**src/ilte_pkg.sv**
```systemverilog
// ----------------------------------------------------------------------------
// ilte_pkg
// shared types and codes of the indexed list table engine
// ----------------------------------------------------------------------------
package ilte_pkg;

  localparam int unsigned ValueW = 32;
  localparam int unsigned FuncW  = 3;

  // request codes carried on func
  typedef enum logic [FuncW-1:0] {
    FUNC_APPEND = 3'd0,
    FUNC_INSERT = 3'd1,
    FUNC_REMOVE = 3'd2,
    FUNC_GET    = 3'd3,
    FUNC_SET    = 3'd4,
    FUNC_SEARCH = 3'd5,
    FUNC_SWAP   = 3'd6,
    FUNC_CLEAR  = 3'd7
  } func_e;

  typedef logic signed [ValueW-1:0] value_t;

  // read_value of a get that misses
  localparam value_t GetMissValue = -32'sd1;

endpackage

```
**src/indexed_list_table_engine_core.sv**
```systemverilog
// ----------------------------------------------------------------------------
// indexed_list_table_engine_core
// ordered list of signed 32-bit values in one ram, with a count
// ----------------------------------------------------------------------------
// The list lives in a single ram with one write port and one registered read
// port, so each request is one item at a time and data moves at one entry per
// cycle. Append, set, clear and failed requests go straight to S_DONE; get
// reads its entry, swap reads both entries and writes each over the other,
// insert shifts entries up from the tail and drops the value into the gap,
// remove shifts entries down, and search scans from the head to the first
// match or the end. The shifts of insert and remove and the scan of search are
// what make the cost grow with the list. in_stall_o is low only between
// requests; a finished result waits in the output register, so the next
// request can already run while the result is still stalled. The ram needs no
// clearing after reset: only entries below the count are ever read, and all
// of them were written.
// ----------------------------------------------------------------------------
module indexed_list_table_engine_core #(
  parameter int unsigned STORE_DEPTH = 64
) (
  input  logic                                  clk_i,
  input  logic                                  rst_ni,
  // request channel
  input  logic                                  in_valid_i,
  output logic                                  in_stall_o,
  input  logic [ilte_pkg::FuncW-1:0]            func_i,
  input  logic [$clog2(STORE_DEPTH+1)-1:0]      position_a_i,
  input  logic [$clog2(STORE_DEPTH)-1:0]        position_b_i,
  input  logic signed [ilte_pkg::ValueW-1:0]    value_i,
  // result channel
  output logic                                  out_valid_o,
  input  logic                                  out_stall_i,
  output logic                                  ok_o,
  output logic signed [ilte_pkg::ValueW-1:0]    read_value_o,
  output logic [$clog2(STORE_DEPTH)-1:0]        found_position_o,
  output logic [$clog2(STORE_DEPTH+1)-1:0]      count_now_o
);

  localparam int unsigned IdxW = $clog2(STORE_DEPTH);
  localparam int unsigned CntW = $clog2(STORE_DEPTH + 1);
  localparam logic [CntW-1:0] DepthC = CntW'(STORE_DEPTH);

  typedef enum logic [3:0] {
    S_IDLE,
    S_SHIFT_UP,  // insert: move entries up, highest first
    S_INS_W,     // insert: drop the new value into the gap
    S_SHIFT_DN,  // remove: move entries down, lowest first
    S_GET,
    S_SEARCH,
    S_SWAP_A,    // first entry arrives, second read issued
    S_SWAP_B,    // second entry arrives, written over the first
    S_SWAP_W,    // first entry written over the second
    S_DONE       // result waits for the output register
  } state_e;

  state_e                 state_q, state_d;
  logic [CntW-1:0]        cnt_q, cnt_d;
  logic [IdxW-1:0]        ptr_q, ptr_d;
  logic [IdxW-1:0]        end_q, end_d;
  ilte_pkg::value_t       val_q, val_d;
  ilte_pkg::value_t       tmp_q, tmp_d;
  logic                   res_ok_q, res_ok_d;
  ilte_pkg::value_t       res_rd_q, res_rd_d;
  logic [IdxW-1:0]        res_pos_q, res_pos_d;
  logic                   out_valid_q, out_valid_d;
  logic                   out_ok_q, out_ok_d;
  ilte_pkg::value_t       out_rd_q, out_rd_d;
  logic [IdxW-1:0]        out_pos_q, out_pos_d;
  logic [CntW-1:0]        out_cnt_q, out_cnt_d;

  // ram port
  logic                   mem_we;
  logic [IdxW-1:0]        mem_waddr;
  ilte_pkg::value_t       mem_wdata;
  logic                   mem_re;
  logic [IdxW-1:0]        mem_raddr;
  logic [ilte_pkg::ValueW-1:0] mem_rdata;

  ilte_pkg::func_e        func;
  logic [IdxW-1:0]        pa_idx;
  logic [CntW-1:0]        pb_cnt;
  logic                   out_free;

  assign func     = ilte_pkg::func_e'(func_i);
  assign pa_idx   = position_a_i[IdxW-1:0];
  assign pb_cnt   = CntW'(position_b_i);
  // output register can take a result this cycle
  assign out_free = !out_valid_q || !out_stall_i;

  always_comb begin
    state_d     = state_q;
    cnt_d       = cnt_q;
    ptr_d       = ptr_q;
    end_d       = end_q;
    val_d       = val_q;
    tmp_d       = tmp_q;
    res_ok_d    = res_ok_q;
    res_rd_d    = res_rd_q;
    res_pos_d   = res_pos_q;
    out_valid_d = out_valid_q && out_stall_i;
    out_ok_d    = out_ok_q;
    out_rd_d    = out_rd_q;
    out_pos_d   = out_pos_q;
    out_cnt_d   = out_cnt_q;
    mem_we      = 1'b0;
    mem_waddr   = ptr_q;
    mem_wdata   = val_q;
    mem_re      = 1'b0;
    mem_raddr   = ptr_q;

    unique case (state_q)
      S_IDLE: begin
        if (in_valid_i) begin
          res_ok_d  = 1'b0;
          res_rd_d  = '0;
          res_pos_d = '0;
          val_d     = value_i;
          state_d   = S_DONE;
          unique case (func)
            ilte_pkg::FUNC_APPEND: begin
              if (cnt_q != DepthC) begin
                mem_we    = 1'b1;
                mem_waddr = cnt_q[IdxW-1:0];
                mem_wdata = value_i;
                cnt_d     = cnt_q + 1'b1;
                res_ok_d  = 1'b1;
              end
            end
            ilte_pkg::FUNC_INSERT: begin
              if (cnt_q != DepthC && position_a_i <= cnt_q) begin
                if (position_a_i == cnt_q) begin
                  // insert at the tail is an append
                  mem_we    = 1'b1;
                  mem_waddr = pa_idx;
                  mem_wdata = value_i;
                  cnt_d     = cnt_q + 1'b1;
                  res_ok_d  = 1'b1;
                end else begin
                  mem_re    = 1'b1;
                  mem_raddr = IdxW'(cnt_q - 1'b1);
                  ptr_d     = IdxW'(cnt_q - 1'b1);
                  end_d     = pa_idx;
                  state_d   = S_SHIFT_UP;
                end
              end
            end
            ilte_pkg::FUNC_REMOVE: begin
              if (position_a_i < cnt_q) begin
                if (position_a_i == cnt_q - 1'b1) begin
                  // last entry goes, nothing to move
                  cnt_d    = cnt_q - 1'b1;
                  res_ok_d = 1'b1;
                end else begin
                  mem_re    = 1'b1;
                  mem_raddr = pa_idx + 1'b1;
                  ptr_d     = pa_idx + 1'b1;
                  end_d     = IdxW'(cnt_q - 1'b1);
                  state_d   = S_SHIFT_DN;
                end
              end
            end
            ilte_pkg::FUNC_GET: begin
              if (position_a_i < cnt_q) begin
                mem_re    = 1'b1;
                mem_raddr = pa_idx;
                state_d   = S_GET;
              end else begin
                res_rd_d = ilte_pkg::GetMissValue;
              end
            end
            ilte_pkg::FUNC_SET: begin
              if (position_a_i < cnt_q) begin
                mem_we    = 1'b1;
                mem_waddr = pa_idx;
                mem_wdata = value_i;
                res_ok_d  = 1'b1;
              end
            end
            ilte_pkg::FUNC_SEARCH: begin
              if (cnt_q != '0) begin
                mem_re    = 1'b1;
                mem_raddr = '0;
                ptr_d     = '0;
                end_d     = IdxW'(cnt_q - 1'b1);
                state_d   = S_SEARCH;
              end
            end
            ilte_pkg::FUNC_SWAP: begin
              if (position_a_i < cnt_q && pb_cnt < cnt_q) begin
                mem_re    = 1'b1;
                mem_raddr = pa_idx;
                ptr_d     = pa_idx;
                end_d     = position_b_i;
                state_d   = S_SWAP_A;
              end
            end
            ilte_pkg::FUNC_CLEAR: begin
              cnt_d    = '0;
              res_ok_d = 1'b1;
            end
          endcase
        end
      end

      S_SHIFT_UP: begin
        // entry ptr arrives and moves one place up
        mem_we    = 1'b1;
        mem_waddr = ptr_q + 1'b1;
        mem_wdata = mem_rdata;
        if (ptr_q == end_q) begin
          state_d = S_INS_W;
        end else begin
          mem_re    = 1'b1;
          mem_raddr = ptr_q - 1'b1;
          ptr_d     = ptr_q - 1'b1;
        end
      end

      S_INS_W: begin
        mem_we    = 1'b1;
        mem_waddr = end_q;
        mem_wdata = val_q;
        cnt_d     = cnt_q + 1'b1;
        res_ok_d  = 1'b1;
        state_d   = S_DONE;
      end

      S_SHIFT_DN: begin
        // entry ptr arrives and moves one place down
        mem_we    = 1'b1;
        mem_waddr = ptr_q - 1'b1;
        mem_wdata = mem_rdata;
        if (ptr_q == end_q) begin
          cnt_d    = cnt_q - 1'b1;
          res_ok_d = 1'b1;
          state_d  = S_DONE;
        end else begin
          mem_re    = 1'b1;
          mem_raddr = ptr_q + 1'b1;
          ptr_d     = ptr_q + 1'b1;
        end
      end

      S_GET: begin
        res_rd_d = mem_rdata;
        res_ok_d = 1'b1;
        state_d  = S_DONE;
      end

      S_SEARCH: begin
        priority if (mem_rdata == val_q) begin
          res_ok_d  = 1'b1;
          res_pos_d = ptr_q;
          state_d   = S_DONE;
        end else if (ptr_q == end_q) begin
          state_d = S_DONE;
        end else begin
          mem_re    = 1'b1;
          mem_raddr = ptr_q + 1'b1;
          ptr_d     = ptr_q + 1'b1;
        end
      end

      S_SWAP_A: begin
        tmp_d     = mem_rdata;
        mem_re    = 1'b1;
        mem_raddr = end_q;
        state_d   = S_SWAP_B;
      end

      S_SWAP_B: begin
        mem_we    = 1'b1;
        mem_waddr = ptr_q;
        mem_wdata = mem_rdata;
        state_d   = S_SWAP_W;
      end

      S_SWAP_W: begin
        // same index twice writes the entry back unchanged
        mem_we    = 1'b1;
        mem_waddr = end_q;
        mem_wdata = tmp_q;
        res_ok_d  = 1'b1;
        state_d   = S_DONE;
      end

      S_DONE: begin
        if (out_free) begin
          out_valid_d = 1'b1;
          out_ok_d    = res_ok_q;
          out_rd_d    = res_rd_q;
          out_pos_d   = res_pos_q;
          out_cnt_d   = cnt_q;
          state_d     = S_IDLE;
        end
      end

      default: begin
        state_d = S_IDLE;
      end
    endcase
  end

  always_ff @(posedge clk_i or negedge rst_ni) begin
    if (!rst_ni) begin
      state_q     <= S_IDLE;
      cnt_q       <= '0;
      ptr_q       <= '0;
      end_q       <= '0;
      val_q       <= '0;
      tmp_q       <= '0;
      res_ok_q    <= 1'b0;
      res_rd_q    <= '0;
      res_pos_q   <= '0;
      out_valid_q <= 1'b0;
      out_ok_q    <= 1'b0;
      out_rd_q    <= '0;
      out_pos_q   <= '0;
      out_cnt_q   <= '0;
    end else begin
      state_q     <= state_d;
      cnt_q       <= cnt_d;
      ptr_q       <= ptr_d;
      end_q       <= end_d;
      val_q       <= val_d;
      tmp_q       <= tmp_d;
      res_ok_q    <= res_ok_d;
      res_rd_q    <= res_rd_d;
      res_pos_q   <= res_pos_d;
      out_valid_q <= out_valid_d;
      out_ok_q    <= out_ok_d;
      out_rd_q    <= out_rd_d;
      out_pos_q   <= out_pos_d;
      out_cnt_q   <= out_cnt_d;
    end
  end

  // element store
  ilte_ram #(
    .WIDTH (ilte_pkg::ValueW),
    .DEPTH (STORE_DEPTH)
  ) u_store (
    .clk_i   (clk_i),
    .we_i    (mem_we),
    .waddr_i (mem_waddr),
    .wdata_i (mem_wdata),
    .re_i    (mem_re),
    .raddr_i (mem_raddr),
    .rdata_o (mem_rdata)
  );

  // requests are taken only between items
  assign in_stall_o       = (state_q != S_IDLE);
  assign out_valid_o      = out_valid_q;
  assign ok_o             = out_ok_q;
  assign read_value_o     = out_rd_q;
  assign found_position_o = out_pos_q;
  assign count_now_o      = out_cnt_q;

endmodule

```
**src/ilte_ram.sv**
```systemverilog
// ----------------------------------------------------------------------------
// ilte_ram
// generic simple dual-port ram, one write and one registered read port
// ----------------------------------------------------------------------------
module ilte_ram #(
  parameter int unsigned WIDTH = 32,
  parameter int unsigned DEPTH = 64
) (
  input  logic                     clk_i,
  input  logic                     we_i,
  input  logic [$clog2(DEPTH)-1:0] waddr_i,
  input  logic [WIDTH-1:0]         wdata_i,
  input  logic                     re_i,
  input  logic [$clog2(DEPTH)-1:0] raddr_i,
  output logic [WIDTH-1:0]         rdata_o
);

  logic [WIDTH-1:0] mem_q [DEPTH];
  logic [WIDTH-1:0] rdata_q;

  always_ff @(posedge clk_i) begin
    if (we_i) begin
      mem_q[waddr_i] <= wdata_i;
    end
    if (re_i) begin
      rdata_q <= mem_q[raddr_i];
    end
  end

  assign rdata_o = rdata_q;

endmodule

```
**config.mk**
```make
export PLATFORM = sky130hd
export DESIGN_NAME = indexed_list_table_engine_core
export DESIGN_NICKNAME = d
export VERILOG_FILES = /design/src/ilte_pkg.sv /design/src/indexed_list_table_engine_core.sv /design/src/ilte_ram.sv
export SDC_FILE = /design/constraint.sdc
export NUM_CORES = 2
export LEC_CHECK = 0
export BUFFER_PORTS_ARGS = -buffer_cell sky130_fd_sc_hd__buf_2
export CORE_UTILIZATION = 45
export DETAILED_ROUTE_END_ITERATION = 6
export PLACE_DENSITY = 0.57
export SYNTH_ARGS = -nofsm -noshare
export SYNTH_HDL_FRONTEND = slang
export SYNTH_SLANG_ARGS = --single-unit
```
**constraint.sdc**
```tcl
create_clock -name clk_i -period 9.8 [get_ports clk_i]
set_input_delay 1.96 -clock clk_i [delete_from_list [all_inputs] [get_ports clk_i]]
set_output_delay 1.96 -clock clk_i [all_outputs]
set_load 0.01 [all_outputs]
```
Yosys cells after proc, flatten, opt, wreduce, memory -nomap -nowiden
Memories as Yosys holds them, arrays and structs flattened. A register that Yosys moved wholly into a read port is not among the register bits.
Cells that the tools add are included.
Widths: inputs -> output; s select.
{ "totals": {"reg_bits": 173, "ramBits": 2048, "in_bits": 52, "output_inout_bits": 48, "elab_cells": 187, "n_memories": 1} }
{ "memory_table": {"columns": ["name", "words", "width", "read_ports", "rd_clocked_by_memory_dff", "wr", "line", "rtl"], "rows": [
  ["u_store.mem_q", 64, 32, 1, 1, 1, "ilte_ram.sv:18", "logic [WIDTH-1:0] mem_q [DEPTH];"]
]} }
{ "op_classes": {"n_addsub": 5, "n_lt_le_gt_ge": 3, "eq_ne": 39, "n_mux": 95, "n_reduce_logical": 30} }
{ "op_table": {"columns": ["operator", "count"], "rows": [
  ["$mux 32", 8],
  ["$pmux 32 s3", 2],
  ["$mux 6", 24],
  ["$pmux 6 s4", 4],
  ["$pmux 32 s2", 1],
  ["$pmux 6 s5", 2],
  ["$mux 7", 7],
  ["$mux 4", 12],
  ["$eq 32x32->1", 1],
  ["$pmux 4 s8", 1],
  ["$pmux 7 s4", 1],
  ["$mux 1", 23],
  ["$ne 2x2->1 const B", 11],
  ["$pmux 7 s3", 1],
  ["$pmux 4 s5", 1],
  ["$pmux 6 s3", 1],
  ["$reduce_and 9->1", 2],
  ["$eq 4x3->1 const B", 4],
  ["$reduce_bool 4->1", 4],
  ["$ne 3x3->1 const B", 5],
  ["$eq 7x7->1", 2],
  ["$add 6x1->6 const B", 2],
  ["$eq 3x3->1 const B", 4],
  ["$pmux 6 s2", 1],
  ["32 further kinds", 48]
]} }

Depth between registers and ports, before layout
{ "depth": {"word_depth": 8, "mapped_depth": 21, "depth_no_buf": 14} }

Modules after synthesis
Synthesis repeated with hierarchy kept, for this count alone.
{ "hier_totals": {"cells_unflattened": 4829, "area_unflattened_um2": 90200.3} }
{ "modules_own_cells": {"columns": ["mod", "instances", "cells_per_inst", "area_each_um2"], "rows": [
  ["ilte_ram", 1, 3511, 79359.9],
  ["indexed_list_table_engine_core", 1, 1318, 10840.4]
]} }

Least setup slack after synthesis
No wires, ideal clock.
{ "synth_timing": {"kind": "input port to flip-flop", "from": "input position_a_i[6]", "to": "register u_store.rdata_q[0], in the netlist u_store.rdata_o[0] (read register of u_store.mem_q), enable pin", "arrival_ps": 7402, "required_ps": 9267, "slack_ps": 1865, "path_stages": 10, "path_buffers": 1, "path_cell_list": "ha_1 -> a21oi_1 -> o21ai_1 -> nor2_1 -> clkbuf_1 -> nand2_1 -> o22ai_1 -> a22o_1 -> a211oi_1 -> o311ai_0"} }
{ "synth_between": {"elab_chain_cells": 6, "elab_cells_between_ends": 24} }
{ "synth_rtl": {"columns": ["element", "line", "rtl"], "rows": [
  ["from (decl)", "indexed_list_table_engine_core.sv:27", "input logic [$clog2(STORE_DEPTH+1)-1:0] position_a_i,"],
  ["$lt 7x7->1, or another cell as far along", "indexed_list_table_engine_core.sv:148, indexed_list_table_engine_core.sv:163, indexed_list_table_engine_core.sv:189", null],
  ["$logic_and 1x1->1, or another cell as far along", "indexed_list_table_engine_core.sv:189", "if (position_a_i < cnt_q && pb_cnt < cnt_q) begin"],
  ["$mux 1, on equally long branches", "indexed_list_table_engine_core.sv:189, indexed_list_table_engine_core.sv:130, indexed_list_table_engine_core.sv:148", null],
  ["$pmux 1 s5 (*)", "indexed_list_table_engine_core.sv:119", "unique case (func)"],
  ["$mux 1 (*)", "indexed_list_table_engine_core.sv:113", "if (in_valid_i) begin"],
  ["$pmux 1 s4 (*)", "indexed_list_table_engine_core.sv:111", "unique case (state_q)"],
  ["named net mem_re", "indexed_list_table_engine_core.sv:75", "logic mem_re;"],
  ["to (decl)", "ilte_ram.sv:19", "logic [WIDTH-1:0] rdata_q;"]
]} }
Mark *: on every way through the listed nets, which the timed path passes. The rest lies on a longest branch.
A chain may end at the register's enable or synchronous reset.

Final worst setup path
{ "layout_timing": {"from": "input position_a_i[4]", "to": "register u_store.rdata_q[21], in the netlist u_store.rdata_o[21] (read register of u_store.mem_q) (data pin)"} }
{ "layout_between": {"elab_chain_cells": 6, "elab_cells_between_ends": 25} }
{ "layout_rtl": {"columns": ["element", "line", "rtl"], "rows": [
  ["$add 6x1->6, or another cell as far along", "indexed_list_table_engine_core.sv:155", "mem_raddr = pa_idx + 1'b1;"],
  ["$mux 6, or another cell as far along", "indexed_list_table_engine_core.sv:149", "if (position_a_i == cnt_q - 1'b1) begin"],
  ["$mux 6, or another cell as far along", "indexed_list_table_engine_core.sv:148", "if (position_a_i < cnt_q) begin"],
  ["$pmux 6 s5 / $pmux 1 s5 (equally long branches)", "indexed_list_table_engine_core.sv:119", null],
  ["$mux 6 / $mux 1 (equally long branches)", "indexed_list_table_engine_core.sv:113", null],
  ["$pmux 6 s5 / $pmux 1 s4 (equally long branches)", "indexed_list_table_engine_core.sv:111", null]
]} }
Parallel ways exist; a longest one is shown, timed or not.

==> results list <==
- The run finished, with violations left.
* Violations in the final reports: design-rule violations
* Relative max-transition margin: 6.119%
- Post-CTS repair changed the size of 0 cells.
* Final setup skew: 71.46 ps
- Final worst path period need: 7045 ps
- Grouping stages by cell kind, the critical path spends the most delay in simple AND/OR/NAND/NOR gates.
* Global-route congestion overflow total: 0
- The slowest stage of the critical path belongs to the cell nor4_1.
- The Yosys step of the flow raised 0 warnings.
- In this run, the number of DRC markers left after iteration 0 of detailed routing was 6,847.
- Worst hold path startpoint: count_now_o[1]
- Layout cell share with drive strength beyond 1: 16.76%
* Required arrival time at the worst endpoint: 10,550 ps
* Setup Buffers After CTS: 0
- Cells along the critical path: buf_2 > ha_1 > a21oi_1 > o21ai_1 > nor2_1 > buf_4 > o221a_2 > a21oi_1 > a2111oi_2 > and2_4 > buf_12 > buf_4 > a21oi_1 > a22oi_1 > o21ai_0 > nor4_1 > or4_1
- Setup TNS: 0 ps
* Number of global-route vias before repair: 53,270
- Final Routed Wirelength: 270,600 um
- For this run, the detailed router's first-pass iteration total came to 7.
- Dividing the final minimum period by the clock period gives 71.88%.
* EDFF count, synth: 2,080
- Highest clock frequency the design can meet: 142.0 MHz
* Non-Filler Cell Area, Final: 103,200 um^2
- The min-delay analysis places its worst path in the category flop to flop.
- Among the stages of the critical path, the cell type that occurs most often is a21oi_1.
- Vias after detailed routing: 55,135
- The initial utilization of the core area, before any placement, comes to 45.40%.
* Post-Layout Cell Count: 9,041
* Count of nets left with antenna violations after detail routing: 0
- STA classifies the critical path startpoint as an input port.
* Sinks on Clock Net: 2,253
* Post-cts hold buffer count: 0
- Top flip-flop cell by instance count after synthesis: edfxtp_1
- Clock-pin transition on the worst setup and hold timing paths: 60 ps
* Reg2reg start: cnt_q[0]
* Area of the multi-input gates: 23,000 um^2
- Total placed instance area: 95,770 um^2
- For the worst flop-to-flop path, the logic depth is 17.
* Cells after Synth: 6,035
- Number of stages on the worst hold path: 2
- In the routed layout, each cell is associated on average with a via count of 6.098.
- The worst hold path terminates at count_now_o[1].
- Maxcap violations: 0
- Most frequent cell after synthesis: edfxtp_1
* Register area share after synthesis: 73.45%
* Total clock buffers created by CTS: 225
- Sorting the synthesized cells by area gives the leading types as edfxtp_1 (69%), nand2_1 (4.9%), dfrtp_1 (4.8%).
* Net count after synthesis: 6,105
* Tot GR Track Use: 26.34%
- The die is 451.5 um tall.
- Of all nets on the critical path, the largest fanout is 91.
* # H-tree levels: 4
* Remaining design rule violation count: 7
- The netlist uses 82 different library cells.
- Counting both buffers and inverters, the worst setup path holds a total of 4.
- After floorplanning, the core was sized to cover 200,300 um^2.
* Top cell types by occurrence after synthesis: edfxtp_1 (2,080), nand2_1 (1,198), nand3_1 (357), a21oi_1 (294), clkbuf_1 (251)
- Net count reported at finish: 6,256
* Pin slew with the least headroom to its limit: 1408 ps
* Final slew viol count: 0
* Arrival time at the worst endpoint: 7790 ps
* I/O Pins: 100
* Mapped Area: 90,930 um^2
- Number of hold violations in the final report: 0
* Library cell occupying the most area in the post-synthesis netlist: edfxtp_1
* Synthesized flop and latch total: 2,253
- A synthesized cell averages 15.07 um^2.
- STA classifies the critical path endpoint as a flop.
- Core utilization of the finished layout: 51.53%
* Setup violators final: 0
- CTS Buffer Depth: 3
* RePlAce Congestion: 0.8829
* Syn-to-layout area delta: 13.48%
- Clock latency on the worst-skew pair, taken at its later pin, is 900 ps.
- Async set or reset register ratio after synthesis: 7.679%
* Register-to-register path setup slack: 2850 ps
* Maximum number of pins on one net before global-route repair: 142
- Setup repair after global routing missed its margin: no
- Die Area: 203,900 um^2
- Clk Tree Root Cell: clkbuf_16
* Clock tree from TritonCTS: yes
- Die W: 451.5 um
- In the final routed layout, each cell accounts on average for 29.93 um.
* Count of buffers inserted at the top-level ports: 99
- Number of antenna violations at the first check in global routing: 17
- The first global-routing pass estimated 389,300 um of wire.
* Setup CP Type: input port to flop
- The layout has 16,548 filler cells.
* HPWL after DPL: 158,400 um
- Including well taps, the total number of placed cells is 8,615.
- Combined flip-flop and latch cell area: 66,790 um^2
- Largest stage delay on the critical path: 800 ps
- In this run the biggest area consumer among cell types represents 68.69% of the synthesized area.
* # rows: 164
* RR Endpoint: u_store.rdata_o[26]
==> placed cells by master (no fill, tap or decap), drive strengths merged, types with 111 or more instances in the layout <==
cell    synthesis  final
clkbuf        251    275
dfrtp         173    173
nand2        1198   1198
nor2          128    128
nand3         357    357
a21oi         294    294
mux2i         133    133
clkinv          1    111
mux2          114    114
buf           135    309
mux4          190    190
edfxtp       2080   2080
==> per-stage QoR <==
step | setup slack (ps) | hold WS [ps]
floorplan | 1865 | 446.0
global placement | 1966 | 459.9
detailed placement | 1936 | 468.6
CTS | 2895 | 481.9
global route | 2516 | 499.3
finish | 2755 | 478.9
==> registers in the layout (all words and copies together), names as in the netlist, 7 cells and up <==
register,flops
cnt_q,7
count_now_o,7
read_value_o,32
res_rd_q,32
tmp_q,32
u_store.mem_q,2048
u_store.rdata_o,32
val_q,32
==> tightest hold or removal path, cell delays in order, from the launching register on <==
cell and delay, ps:
dfrtp_1 340, nand2_1 40, o21ai_0 60
==> cells by family (layout without fill, tap and decap cells) <==
kind of cell             Yosys count  in the layout  synth area share (%)
buffers and inverters            445            790                 2.014
AND/OR/NAND/NOR                 1966           1966                 9.592
other                              0              5                     0
AO/OA/AOI/OAI                    859            859                 6.548
adder cells (fa/ha/maj)           19             19                0.2587
flip-flops                      2253           2253                 73.45
multiplexers                     437            437                 7.582
XOR/XNOR                          56             56                0.5559
==> worst max path at each step <==
stage | start | end | cells after the start
after floorplan | position_a_i[6] | u_store.rdata_o[0] | 10
after global placement | position_a_i[4] | u_store.rdata_o[26] | 17
after detailed placement | position_a_i[4] | u_store.rdata_o[26] | 17
after CTS | position_a_i[4] | u_store.rdata_o[26] | 17
after global routing | position_a_i[4] | u_store.rdata_o[4] | 15
final | position_a_i[4] | u_store.rdata_o[21] | 17
==> routing by layer <==
metal | wire length (um) | track usage [%] | vias up
met2 | 126500 | 41.43 | 2716
met4 | 7068 | 7.235 | 4
met3 | 24740 | 5.548 | 392
met5 | 54 | 0 | -
met1 | 112200 | 37.24 | 28397
li1 | - | - | 23626
==> layout make-up <==
type,instances,area share (%)
inverter,59,0.2146
tap,2656,3.220
antenna,5,0.01213
sequential,2253,64.72
timing repair buffer,310,2.363
multi-input combinational,3337,22.29
clock buffer,274,5.644
clock inverter,147,1.536
Power is not shown: default switching activity piles up to over one toggle a cycle in this logic, so the estimate is an artifact.
